`config.mk`:
```
export PLATFORM = sky130hd
export DESIGN_NAME = bpa_flag_ram
export DESIGN_NICKNAME = d
export VERILOG_FILES = /design/src/rtl/bpa_pkg.sv /design/src/rtl/bpa_flag_ram.sv
export SDC_FILE = /design/constraint.sdc
export NUM_CORES = 2
export LEC_CHECK = 0
export BUFFER_PORTS_ARGS = -buffer_cell sky130_fd_sc_hd__clkbuf_2
export CAP_MARGIN = 0
export CELL_PAD_IN_SITES_DETAIL_PLACEMENT = 1
export CELL_PAD_IN_SITES_GLOBAL_PLACEMENT = 1
export CORE_ASPECT_RATIO = 1.75
export CORE_MARGIN = 2
export CORE_UTILIZATION = 57
export DETAILED_ROUTE_END_ITERATION = 7
export GPL_ROUTABILITY_DRIVEN = 0
export HOLD_SLACK_MARGIN = 0.02
export PLACE_DENSITY_LB_ADDON = 0.2
export SYNTH_ARGS = -nofsm -noshare
export SYNTH_HDL_FRONTEND = slang
export SYNTH_SLANG_ARGS = --single-unit
```
`constraint.sdc`:
```
create_clock -name i_clk -period 9.5 [get_ports i_clk]
set_input_delay 1.9 -clock i_clk [delete_from_list [all_inputs] [get_ports i_clk]]
set_output_delay 1.9 -clock i_clk [all_outputs]
set_load 0.05 [all_outputs]
```
`src/rtl/bpa_pkg.sv`:
```
`default_nettype none
// ============================================================================
// bpa_pkg
// Shared types and constants for the bitmap page allocator.
// ============================================================================
package bpa_pkg;

    // Defaults for the top-level parameters.
    localparam int DEF_MAX_PAGES  = 4096;
    localparam int DEF_PAGE_BYTES = 4096;

    // Field widths fixed by the interface.
    localparam int ADDR_W    = 64;
    localparam int PAGES_W   = 13;
    localparam int BYTES_W   = 25;
    localparam int CFG_IDX_W = 8;
    localparam int CFG_DAT_W = 64;

    // The flag store is organised as 64-bit words.
    localparam int WORD_BITS = 64;
    localparam int BIT_W     = 6;

    // Largest page count that the 13-bit page register can express.
    localparam int PAGES_LIMIT = 8191;

    typedef enum logic [1:0] {
        ST_OK         = 2'd0,
        ST_NO_MEM     = 2'd1,
        ST_MISALIGNED = 2'd2,
        ST_RANGE      = 2'd3
    } t_status;

    typedef enum logic [CFG_IDX_W-1:0] {
        REG_REGION_BASE  = 8'd0,
        REG_REGION_PAGES = 8'd1
    } t_reg_idx;

    // Result of searching one flag word for a free page.
    typedef struct packed {
        logic             found;
        logic [BIT_W-1:0] bit_pos;
    } t_find;

endpackage
`default_nettype wire

```
`src/rtl/bpa_flag_ram.sv`:
```
`default_nettype none
// ============================================================================
// bpa_flag_ram
// Simple dual-port flag memory: one write port, one registered read port.
// ============================================================================
module bpa_flag_ram
    import bpa_pkg::*;
#(
    parameter int DEPTH = 64,
    parameter int AW    = 6
) (
    input  wire logic                 i_clk,
    input  wire logic                 i_we,
    input  wire logic [AW-1:0]        i_waddr,
    input  wire logic [WORD_BITS-1:0] i_wdata,
    input  wire logic                 i_re,
    input  wire logic [AW-1:0]        i_raddr,
    output logic      [WORD_BITS-1:0] o_rdata
);

    logic [WORD_BITS-1:0] r_mem [DEPTH];

    always_ff @(posedge i_clk) begin
        if (i_we) begin
            r_mem[i_waddr] <= i_wdata;
        end
    end

    always_ff @(posedge i_clk) begin
        if (i_re) begin
            o_rdata <= r_mem[i_raddr];
        end
    end

endmodule
`default_nettype wire

```
==> impl_metrics.xml <==
<?xml version="1.0" encoding="UTF-8"?>
<metrics>
  <group name="timing">
    <metric name="fin_crit_sh" unit="%">50.5</metric>
    <metric name="maxSlewViolCount" unit="">0</metric>
    <metric name="period_needed" unit="ns">4.80</metric>
    <metric name="fmax" unit="GHz">0.208</metric>
    <metric name="finalHoldViolCount" unit="">0</metric>
    <metric name="max_slew.worst_pin.slew" unit="ns">1.40</metric>
    <metric name="finalClockSkew" unit="ns">0.0443</metric>
    <metric name="setup-tns-final" unit="ns">0</metric>
    <metric name="setup_repair_after_global_routing_missed_its_margin" unit="">no</metric>
    <metric name="final-setup-viol-count" unit="">0</metric>
    <metric name="hold-worst-slack" unit="ns">0.930</metric>
    <metric name="slew_headroom" unit="%">6.92</metric>
  </group>
  <group name="run">
    <metric name="cap_viol_max_count" unit="">0</metric>
  </group>
  <group name="clock_network">
    <metric name="cts_buffers" unit="">356</metric>
    <metric name="max_clock_buf_depth" unit="">4</metric>
    <metric name="cts_setup_buffers" unit="">0</metric>
    <metric name="cts_resized" unit="">0</metric>
    <metric name="path_clk_slew" unit="ns">0.07</metric>
    <metric name="clock_tree_from_tritoncts" unit="">yes</metric>
    <metric name="clock_tree_root_driver_cell" unit="">clkbuf_16</metric>
    <metric name="clock-sinks" unit="">4160</metric>
    <metric name="clk_latency" unit="ns">0.92</metric>
    <metric name="cts_hold_repair.buffers" unit="">0</metric>
    <metric name="cts-htree-levels" unit="">5</metric>
  </group>
  <group name="global_routing">
    <metric name="first_global_vias" unit="">80600</metric>
    <metric name="grt_antenna_before_repair" unit="">18</metric>
    <metric name="global_route_wire_length_before_repair" unit="um">639000</metric>
    <metric name="grt_max_degree" unit="">138</metric>
    <metric name="grt.total_usage" unit="%">33.2</metric>
    <metric name="grt_remaining_overflow" unit="">0</metric>
  </group>
  <group name="yosys">
    <metric name="synth_edf_count" unit="">4160</metric>
    <metric name="synth_flop_cell" unit="">edfxtp_1</metric>
    <metric name="synth-async-reset-ratio" unit="%">0</metric>
    <metric name="synth_cell_types" unit="">32</metric>
    <metric name="number_of_flip_flops_and_latches_in_the_synthesized_netlist" unit="">4160</metric>
    <metric name="yosys_warnings" unit="">0</metric>
    <metric name="sequential_share_of_the_synthesized_area" unit="%">79.6</metric>
    <metric name="syn-mean-instance-area" unit="um2">23.8</metric>
    <metric name="syn_area" unit="um2">157000</metric>
    <metric name="synth_cells" unit="">6598</metric>
    <metric name="synth_nets" unit="">6677</metric>
  </group>
  <group name="die">
    <metric name="dieHeight" unit="um">698</metric>
    <metric name="core-area" unit="um2">274000</metric>
    <metric name="start_util" unit="%">57.4</metric>
    <metric name="top_level_ports" unit="">143</metric>
    <metric name="total_die_area" unit="um2">280000</metric>
    <metric name="num_rows" unit="">254</metric>
    <metric name="chipWidth" unit="um">401</metric>
  </group>
  <group name="power_and_ir_drop">
    <metric name="irDropWorstVdd" unit="uV">199</metric>
    <metric name="power.leakage" unit="nW">54.0</metric>
    <metric name="power_density" unit="nW/um2">212</metric>
  </group>
  <group name="setup_path">
    <metric name="cp.arrival" unit="ns">5.52</metric>
    <metric name="worst-r2r-cell-count" unit="">5</metric>
    <metric name="worst_path_largest_cell_delay" unit="ns">0.70</metric>
    <metric name="reg2reg_to" unit="">o_rdata[7]$_DFFE_PP_</metric>
    <metric name="worstPathCellList" unit="">buf_8 -&gt; buf_12 -&gt; buf_4 -&gt; mux4_2 -&gt; mux2i_1 -&gt; o22ai_1 -&gt; a41oi_1 -&gt; a211oi_1</metric>
    <metric name="worstSetupStartpointType" unit="">primary input</metric>
    <metric name="worst-endpoint-required" unit="ns">10.22</metric>
    <metric name="path_max_fanout" unit="">137</metric>
    <metric name="setup_slack_on_the_worst_flop_to_flop_path" unit="ns">7.23</metric>
    <metric name="timing_worst_setup_path_type" unit="">in -&gt; reg</metric>
    <metric name="worst_flop_to_flop_path_startpoint" unit="">r_mem[54][7]$_DFFE_PP_</metric>
    <metric name="crit_path_capture_type" unit="">flop</metric>
    <metric name="crit_path_top_delay_cell" unit="">buf_4</metric>
  </group>
  <group name="hold_path">
    <metric name="worst_hold_path.endpoint" unit="">o_rdata[28]$_DFFE_PP_</metric>
    <metric name="worstHoldStart" unit="">r_mem[38][28]$_DFFE_PP_</metric>
    <metric name="min_path_type" unit="">reg -&gt; reg</metric>
    <metric name="hold_depth" unit="">4</metric>
  </group>
  <group name="routing">
    <metric name="num_vias" unit="">77000</metric>
    <metric name="drtAntennaViolNets" unit="">0</metric>
    <metric name="via_per_inst" unit="">7.13</metric>
    <metric name="drt_wl_total" unit="um">461000</metric>
    <metric name="drt-pass1-iter-count" unit="">6</metric>
    <metric name="drc" unit="">0</metric>
    <metric name="drt_iter0_drc" unit="">10000</metric>
    <metric name="wl_per_cell" unit="um">42.7</metric>
  </group>
  <group name="layout">
    <metric name="final_layout_size_suffix_gt1_share" unit="%">27.3</metric>
    <metric name="mostFrequentLayoutCells" unit="">edfxtp_1, mux4_2, clkbuf_16</metric>
    <metric name="most_common_library_cell_in_the_layout_ignoring_fill_and_taps" unit="">edfxtp_1</metric>
    <metric name="synthToLayoutAreaGrowth" unit="%">11.1</metric>
    <metric name="finish.net_count" unit="">7001</metric>
  </group>
  <group name="status">
    <metric name="status" unit="">completed</metric>
  </group>
  <group name="placement">
    <metric name="place.port_buffers" unit="">142</metric>
    <metric name="post-dp-hpwl" unit="um">243000</metric>
  </group>
</metrics>
## Yosys cell counts, drive strengths merged, types with 26 or more instances
cell type / n / area, um2
nand3: 45 / 225
nor2b: 28 / 175
nand2: 58 / 218
and3: 64 / 400
a22o: 88 / 771
a41oi: 26 / 228
a211oi: 63 / 473
nor2: 112 / 420
a22oi: 168 / 1260
or3: 29 / 181
o22ai: 83 / 519
o221ai: 38 / 333
mux2i: 135 / 1350
or2: 28 / 175
mux4: 1024 / 23100
buf: 230 / 1250
edfxtp: 4160 / 125000
clkbuf: 140 / 526
## final cells by class
cell class	instances	area, um2
Clock buffer	426	9300
Sequential cell	4160	125000
Clock inverter	211	2120
Fill cell	21100	99300
Tap cell	3584	4480
Multi-Input combinational cell	2049	30800
Inverter	19	71.3
Antenna cell	11	27.5
Timing Repair Buffer	336	2660
## routing by layer
layer | part of all wire, % | global-route usage [%]
met4 | 5.5 | 16.8
met2 | 52 | 56.6
met5 | 0 | 0
met3 | 8.2 | 5.00
met1 | 34 | 41.6
## sequential cells by signal (all words and copies together), names as in the netlist
name / flops
r_mem: 4096
o_rdata: 64
## cell families after synthesis
family / share of synthesized area, %
simple gates: 1.23
buf+inv: 1.18
mux: 15.6
compound gates: 2.47
flops: 79.6
## worst max path at each step
stage	from	endpoint	slack, ns	cells after the start
after floorplan	i_waddr[3]	r_mem[48][0]$_DFFE_PP_	2.16	4
after global placement	i_raddr[0]	o_rdata[24]$_DFFE_PP_	3.79	8
after detailed placement	i_raddr[0]	o_rdata[24]$_DFFE_PP_	3.82	8
after CTS	i_raddr[0]	o_rdata[59]$_DFFE_PP_	4.75	8
after global routing	i_raddr[0]	o_rdata[24]$_DFFE_PP_	4.49	8
final	i_raddr[2]	o_rdata[59]$_DFFE_PP_	4.70	8
## through the flow
stage                     setup slack (ns)  utilization (%)  power, mW  std cells  instance area (um2)
after floorplan                       2.16                -       21.8       6598               157000
after global placement                3.79             59.5       22.6      10100               163000
after detailed placement              3.82             59.5       22.7      10100               163000
after CTS                             4.75             63.7       37.1      10800               174000
after global routing                  4.49             63.7       37.7      10800               174000
final                                 4.70             63.7       36.9      10800               174000
## report_power, final
part / total [mW] / leakage [nW] / switching (mW) / internal (mW)
clock network: 14.7 / 5.59 / 6.61 / 8.07
logic: 1.82 / 10.9 / 1.21 / 0.615
registers: 20.4 / 37.5 / 0.0747 / 20.4
## worst max-delay path, delay by kind of cell
kind,cells,cell delay (ns)
AOI/OAI and AO/OA,3,0.98
buffers and inverters,3,1.87
muxes,2,0.42
No activity file was read; power rests on OpenSTA's default activity.
