<file path="config.mk">
export PLATFORM = sky130hd
export DESIGN_NAME = bpa_find_free
export DESIGN_NICKNAME = d
export VERILOG_FILES = /design/src/rtl/bpa_pkg.sv /design/src/rtl/bpa_find_free.sv
export SDC_FILE = /design/constraint.sdc
export NUM_CORES = 1
export LEC_CHECK = 0
export ABC_AREA = 1
export BUFFER_PORTS_ARGS = -buffer_cell sky130_fd_sc_hd__buf_2
export CAP_MARGIN = 20
export CORE_UTILIZATION = 35
export DETAILED_ROUTE_END_ITERATION = 7
export GPL_TIMING_DRIVEN = 0
export MAX_ROUTING_LAYER = met4
export PLACE_DENSITY_LB_ADDON = 0.3
export SLEW_MARGIN = 20
export SYNTH_ARGS = -nofsm -noshare
export SYNTH_HDL_FRONTEND = slang
export SYNTH_SLANG_ARGS = --single-unit
</file>
<file path="constraint.sdc">
create_clock -name vclk -period 4.4
set_clock_uncertainty 0.1 [all_clocks]
set_input_delay 0.44 -clock vclk [all_inputs]
set_output_delay 0.44 -clock vclk [all_outputs]
set_load 0.01 [all_outputs]
</file>
<file path="src/rtl/bpa_pkg.sv">
`default_nettype none
// ============================================================================
// bpa_pkg
// Shared types and constants for the bitmap page allocator.
// ============================================================================
package bpa_pkg;

    // Defaults for the top-level parameters.
    localparam int DEF_MAX_PAGES  = 4096;
    localparam int DEF_PAGE_BYTES = 4096;

    // Field widths fixed by the interface.
    localparam int ADDR_W    = 64;
    localparam int PAGES_W   = 13;
    localparam int BYTES_W   = 25;
    localparam int CFG_IDX_W = 8;
    localparam int CFG_DAT_W = 64;

    // The flag store is organised as 64-bit words.
    localparam int WORD_BITS = 64;
    localparam int BIT_W     = 6;

    // Largest page count that the 13-bit page register can express.
    localparam int PAGES_LIMIT = 8191;

    typedef enum logic [1:0] {
        ST_OK         = 2'd0,
        ST_NO_MEM     = 2'd1,
        ST_MISALIGNED = 2'd2,
        ST_RANGE      = 2'd3
    } t_status;

    typedef enum logic [CFG_IDX_W-1:0] {
        REG_REGION_BASE  = 8'd0,
        REG_REGION_PAGES = 8'd1
    } t_reg_idx;

    // Result of searching one flag word for a free page.
    typedef struct packed {
        logic             found;
        logic [BIT_W-1:0] bit_pos;
    } t_find;

endpackage
`default_nettype wire

</file>
<file path="src/rtl/bpa_find_free.sv">
`default_nettype none
// ============================================================================
// bpa_find_free
// Finds the lowest free page in one flag word, ignoring pages past the end.
// ============================================================================
module bpa_find_free
    import bpa_pkg::*;
#(
    parameter int AW = 6
) (
    input  wire logic [WORD_BITS-1:0] i_word,
    input  wire logic [AW-1:0]        i_word_idx,
    input  wire logic [PAGES_W-1:0]   i_usable,
    output t_find                     o_find
);

    logic [WORD_BITS-1:0] avail;

    // A page is a candidate when its flag is clear and it lies below the
    // usable page count.
    always_comb begin
        for (int b = 0; b < WORD_BITS; b++) begin
            avail[b] = !i_word[b] &&
                       (PAGES_W'({i_word_idx, BIT_W'(b)}) < i_usable);
        end
    end

    always_comb begin
        o_find = '0;
        for (int b = WORD_BITS - 1; b >= 0; b--) begin
            if (avail[b]) begin
                o_find.found   = 1'b1;
                o_find.bit_pos = BIT_W'(b);
            end
        end
    end

endmodule
`default_nettype wire

</file>
==> results of run 1 <==
## stage by stage
step	util (%)	cell area, sq um	worst slack, ns	total power [mW]	setup TNS (ns)
floorplan	-	2120	0.358	0.207	0
global placement	46.6	2650	-0.253	0.295	-0.621
detailed placement	46.6	2650	-0.306	0.297	-0.683
CTS	49.3	2800	-0.195	0.317	-0.195
global route	50.7	2880	-0.792	0.378	-1.24
finish	50.7	2880	-0.249	0.335	-0.249
## worst min-delay path by stage
stage,from,end,cells past startpoint
floorplan,i_word[3],o_find[1],3
finish,i_word[3],o_find[1],5
detailed placement,i_word[3],o_find[1],5
global route,i_word[2],o_find[1],5
CTS,i_word[3],o_find[1],5
global placement,i_word[2],o_find[1],5
## layout by cell type, fill, tap and decap left out, types with 7 or more instances in the layout
cell,instances
inv_1,70
nor2_1,104
nor3_1,23
o21ai_0,10
buf_4,11
nand3_1,14
a21oi_1,11
nand2_1,121
o21a_1,12
inv_2,7
buf_2,88
a211oi_1,12
## layer usage
metal  GRT usage [%]  share of wire, %
met1            32.3                44
met5               -                 0
met4            4.82               1.9
met2            45.5                46
met3            2.17               8.5
## cell type report
type | count | area (sq um) | share of cell area (%)
multi-input combinational | 367 | 1900 | 66.1
timing repair buffer | 97 | 527 | 18.3
inverter | 80 | 310 | 10.8
buffer | 9 | 48.8 | 1.70
tap | 72 | 90.1 | 3.13
## report_power, final
part / switching, mW / leakage [nW] / total [mW] / internal (mW)
logic: 0.203 / 1.59 / 0.335 / 0.132
clock network: 0 / 0 / 0 / 0
registers: 0 / 0 / 0 / 0
## synth_stat cells (2+ instances only)
cell      number
a31oi_1        6
nand2_1      123
nand3_1       14
buf_4          2
nor2_4         2
clkbuf_1       4
a21oi_1       12
inv_2          7
ha_1           7
a21oi_2        2
nor3_1        24
nor4_1         7
a211o_1        2
o21ai_1        2
nor2_1       106
a21boi_0       3
nand2_4        2
nand2_2        5
o21ai_0       12
buf_2          2
a211oi_1      12
o211ai_1       3
or2_2          2
o21a_1        12
inv_1         73
## kinds of logic after synthesis
group	Yosys count	synth area share, %
compound gates	71	22.2
fa+ha+maj	7	4.13
buf+inv	89	16.2
simple gates	289	57.5
## tightest hold or removal path: stages
cell      delay [ns]
buf_2           0.09
a211oi_1        0.08
nor2_1          0.10
a21oi_1         0.08
buf_2           0.13
## timing repair
item,4_1_cts,5_1_grt
resized for setup,18,16
pin swaps,8,9
setup endpoints to repair,3,5
hold endpoints to repair,0,0
buffers inserted,7,3
==> results.cfg, run 1 <==
[floorplan]
die_h_um = 79.9
top_level_ports = 90
die-area_sq_um = 6380
num_rows = 27
start_util_pct = 37.4
core_area_sq_um = 5680
die_w_um = 79.9

[place]
dp_hpwl_um = 6690
routabilityCongestion = 0.957
placed_cells = 615
place.port_buffers = 87

[flow_run]
drv_cap = 0

[critical_path]
critPathSlowestCell = a21oi_4
cpMostUsedCell = nand2_1
start_kind = primary input
cp_num_buf_inv = 3
worstPathMaxFanout = 8
cp_top_family = simple AND/OR/NAND/NOR gates
crit_required_ns = 3.86
max_stage_delay_ns = 0.22
cp_data_arrival_time_ns = 4.11
timing_worst_setup_path_type = primary input to output pin
crit_start = i_usable[10]
endpoint_kind = output pin
worst-path-stages = 57
crit_end = o_find[0]

[yosys]
yosys.area.top_type = nand2_1
synth-seq-area-share_pct = 0
syn_avg_cell_area_sq_um = 4.65
synth_area_sq_um = 2120
yosys_warnings = 0
syn-num-nets = 546
netlist_top_cells_area = nand2_1, nor2_1, inv_1
yosysUniqueCellTypes = 35
synth_top_area_share_pct = 21.8
netlist_instances = 456

[layout]
seq_cell_count = 0
clkbuf_count = 0
finalNonFillerCells = 625
n_antenna_cell = 0
fillers = 661
seqCellArea_sq_um = 0
area_growth_pct = 35.6
drive_above_1_share_pct = 25.7
layout.nets = 645

[routing]
antenna_left = 0
drtIter0Drc = 238
routed_via_density = 5.18
first_pass_iters = 6
wl_um = 8170
wl_per_cell_um = 13.1
drc = 0
num_vias = 3240

[timing]
timing.hold.ws_ns = 1.26
worst_pin_slew_ns = 0.701
min_period_ns = 4.65
report.final.slew_viol_count = 0
setup_ws_ns = -0.249
period_share_pct = 106
setup_viol = 1
finalHoldViolations = 0
rsz0062_at_grt = true
max_freq_mhz = 215
max_slew_margin_pct = 52.8

[pwr]
power_density_nw_per_um2 = 116
p_leak_nw = 1.59
irDropWorstVdd_mv = 0.0510

[global_routing]
grt_util_all_layers_pct = 25.9
antenna_found_initial = 0
overflow = 0
grt_max_degree = 11
grt_pass1_wl_um = 12900
grt_pass1_vias = 2999

[status]
violations = setup timing
outcome = finished, violations left

[cts]
cts_hold_buffers = 0

[min_path]
hp-class = primary input to output pin
(Power assumes the default switching activity.)
==> inputs of run 2 (changes only) <==
--- a/config.mk
+++ b/config.mk
@@ -8,7 +8,7 @@
 export ABC_AREA = 1
 export BUFFER_PORTS_ARGS = -buffer_cell sky130_fd_sc_hd__buf_2
 export CAP_MARGIN = 20
-export CORE_UTILIZATION = 35
+export CORE_UTILIZATION = 44
 export DETAILED_ROUTE_END_ITERATION = 7
 export GPL_TIMING_DRIVEN = 0
 export MAX_ROUTING_LAYER = met4
==> run 2 against run 1 <==
Against the previous run:
- the run still ends with setup timing left
- die area shrank 20%
- sequential share of layout area stayed put
- global-route usage increased by 4.7 points
- worst setup slack improved by 0.018 ns
- hold slack worse by 0.026 ns
- routed wire length shrank 4.4%
- fmax up 0.39%
==> results.cfg, run 2 (synthesis results as in run 1) <==
[routing]
drc = 0
antenna_left = 0
wl_um = 7810
drtIter0Drc = 328
first_pass_iters = 5
routed_via_density = 5.39
wl_per_cell_um = 13.0
num_vias = 3253

[timing]
worst_pin_slew_ns = 0.698
setup_ws_ns = -0.231
timing.hold.ws_ns = 1.23
rsz0062_at_grt = true
max_freq_mhz = 216
setup_tns_ns = -0.265
setup_viol = 2
min_period_ns = 4.63
max_slew_margin_pct = 53.1
finalHoldViolations = 0
report.final.slew_viol_count = 0
period_share_pct = 105

[floorplan]
core_area_sq_um = 4500
die_w_um = 71.4
top_level_ports = 90
start_util_pct = 47.1
die-area_sq_um = 5100
num_rows = 24
die_h_um = 71.4

[layout]
multi_input_area_sq_um = 1890
finalNonFillerCells = 603
seqCellArea_sq_um = 0
final_common_cell = nand2_1
clkbuf_count = 0
area_growth_pct = 33.4
drive_above_1_share_pct = 26.0
fillers = 483
layout_common_cells = nand2_1, nor2_1, buf_2
seq_cell_count = 0
layout.nets = 643
n_antenna_cell = 0

[critical_path]
start_kind = primary input
timing_worst_setup_path_type = primary input to output pin
cpMostUsedCell = nand2_1
endpoint_kind = output pin
crit_start = i_usable[10]
max_stage_delay_ns = 0.26
worstPathMaxFanout = 8
crit_required_ns = 3.86
critPathSlowestCell = ha_4
cp_data_arrival_time_ns = 4.09

[place]
placed_cells = 595
routabilityCongestion = 0.997
dp_hpwl_um = 6470
place.port_buffers = 87

[pwr]
power_density_nw_per_um2 = 119
p_leak_nw = 1.57
irDropWorstVdd_mv = 0.0633

[status]
outcome = finished, violations left
violations = setup timing

[global_routing]
grt_pass1_vias = 2886
grt_max_degree = 11
grt_pass1_wl_um = 12400
grt_util_all_layers_pct = 30.5
antenna_found_initial = 0
overflow = 0

[min_path]
hold_start = i_word[2]
hp-class = primary input to output pin

[flow_run]
drv_cap = 0
[run 2: where the power goes]
part	leakage [nW]	internal [mW]	switching [mW]
clock	0	0	0
combinational	1.57	0.131	0.205
sequential	0	0	0
[run 2: path summary, 6_finish.rpt]
| check | to | slack (ns) | cells after the start |
|---|---|---|---|
| max | o_find[0] | -0.23 | 57 |
| min | o_find[1] | 1.23 | 5 |
[run 2: what timing repair did]
item,CTS,global route
hold buffers,0,0
endpoints found under the setup margin,3,3
pin swaps,14,9
resized for setup,22,17
buffers inserted,8,1
[run 2: area by class of cell]
type               instances  area share [%]
inverters                 80            10.8
multi-input cells        367            66.8
repair buffers            95            18.3
well taps                 52            2.30
plain buffers              9            1.81
[run 2: critical path: cells and delay by family]
kind	cells	cell delay, ns
AND/OR/NAND/NOR	50	2.88
AO/OA/AOI/OAI	2	0.14
buffers and inverters	4	0.37
adder cells (fa/ha/maj)	1	0.26
[run 2: through the flow]
step / cell area (sq um) / power, mW / utilization, % / worst slack (ns)
after floorplan: 2120 / 0.207 / - / 0.358
after global placement: 2620 / 0.295 / 58.2 / -0.290
after detailed placement: 2620 / 0.298 / 58.2 / -0.327
after CTS: 2770 / 0.319 / 61.5 / -0.211
after global routing: 2830 / 0.374 / 62.9 / -0.847
final: 2830 / 0.336 / 62.9 / -0.231
[run 2: layer usage]
layer | part of all wire [%] | track usage (%) | vias up
met2 | 46 | 52.3 | 169
met5 | 0 | - | -
met4 | 2.3 | 7.56 | 0
met3 | 7.1 | 0.985 | 15
met1 | 45 | 39.7 | 1427
li1 | - | - | 1642
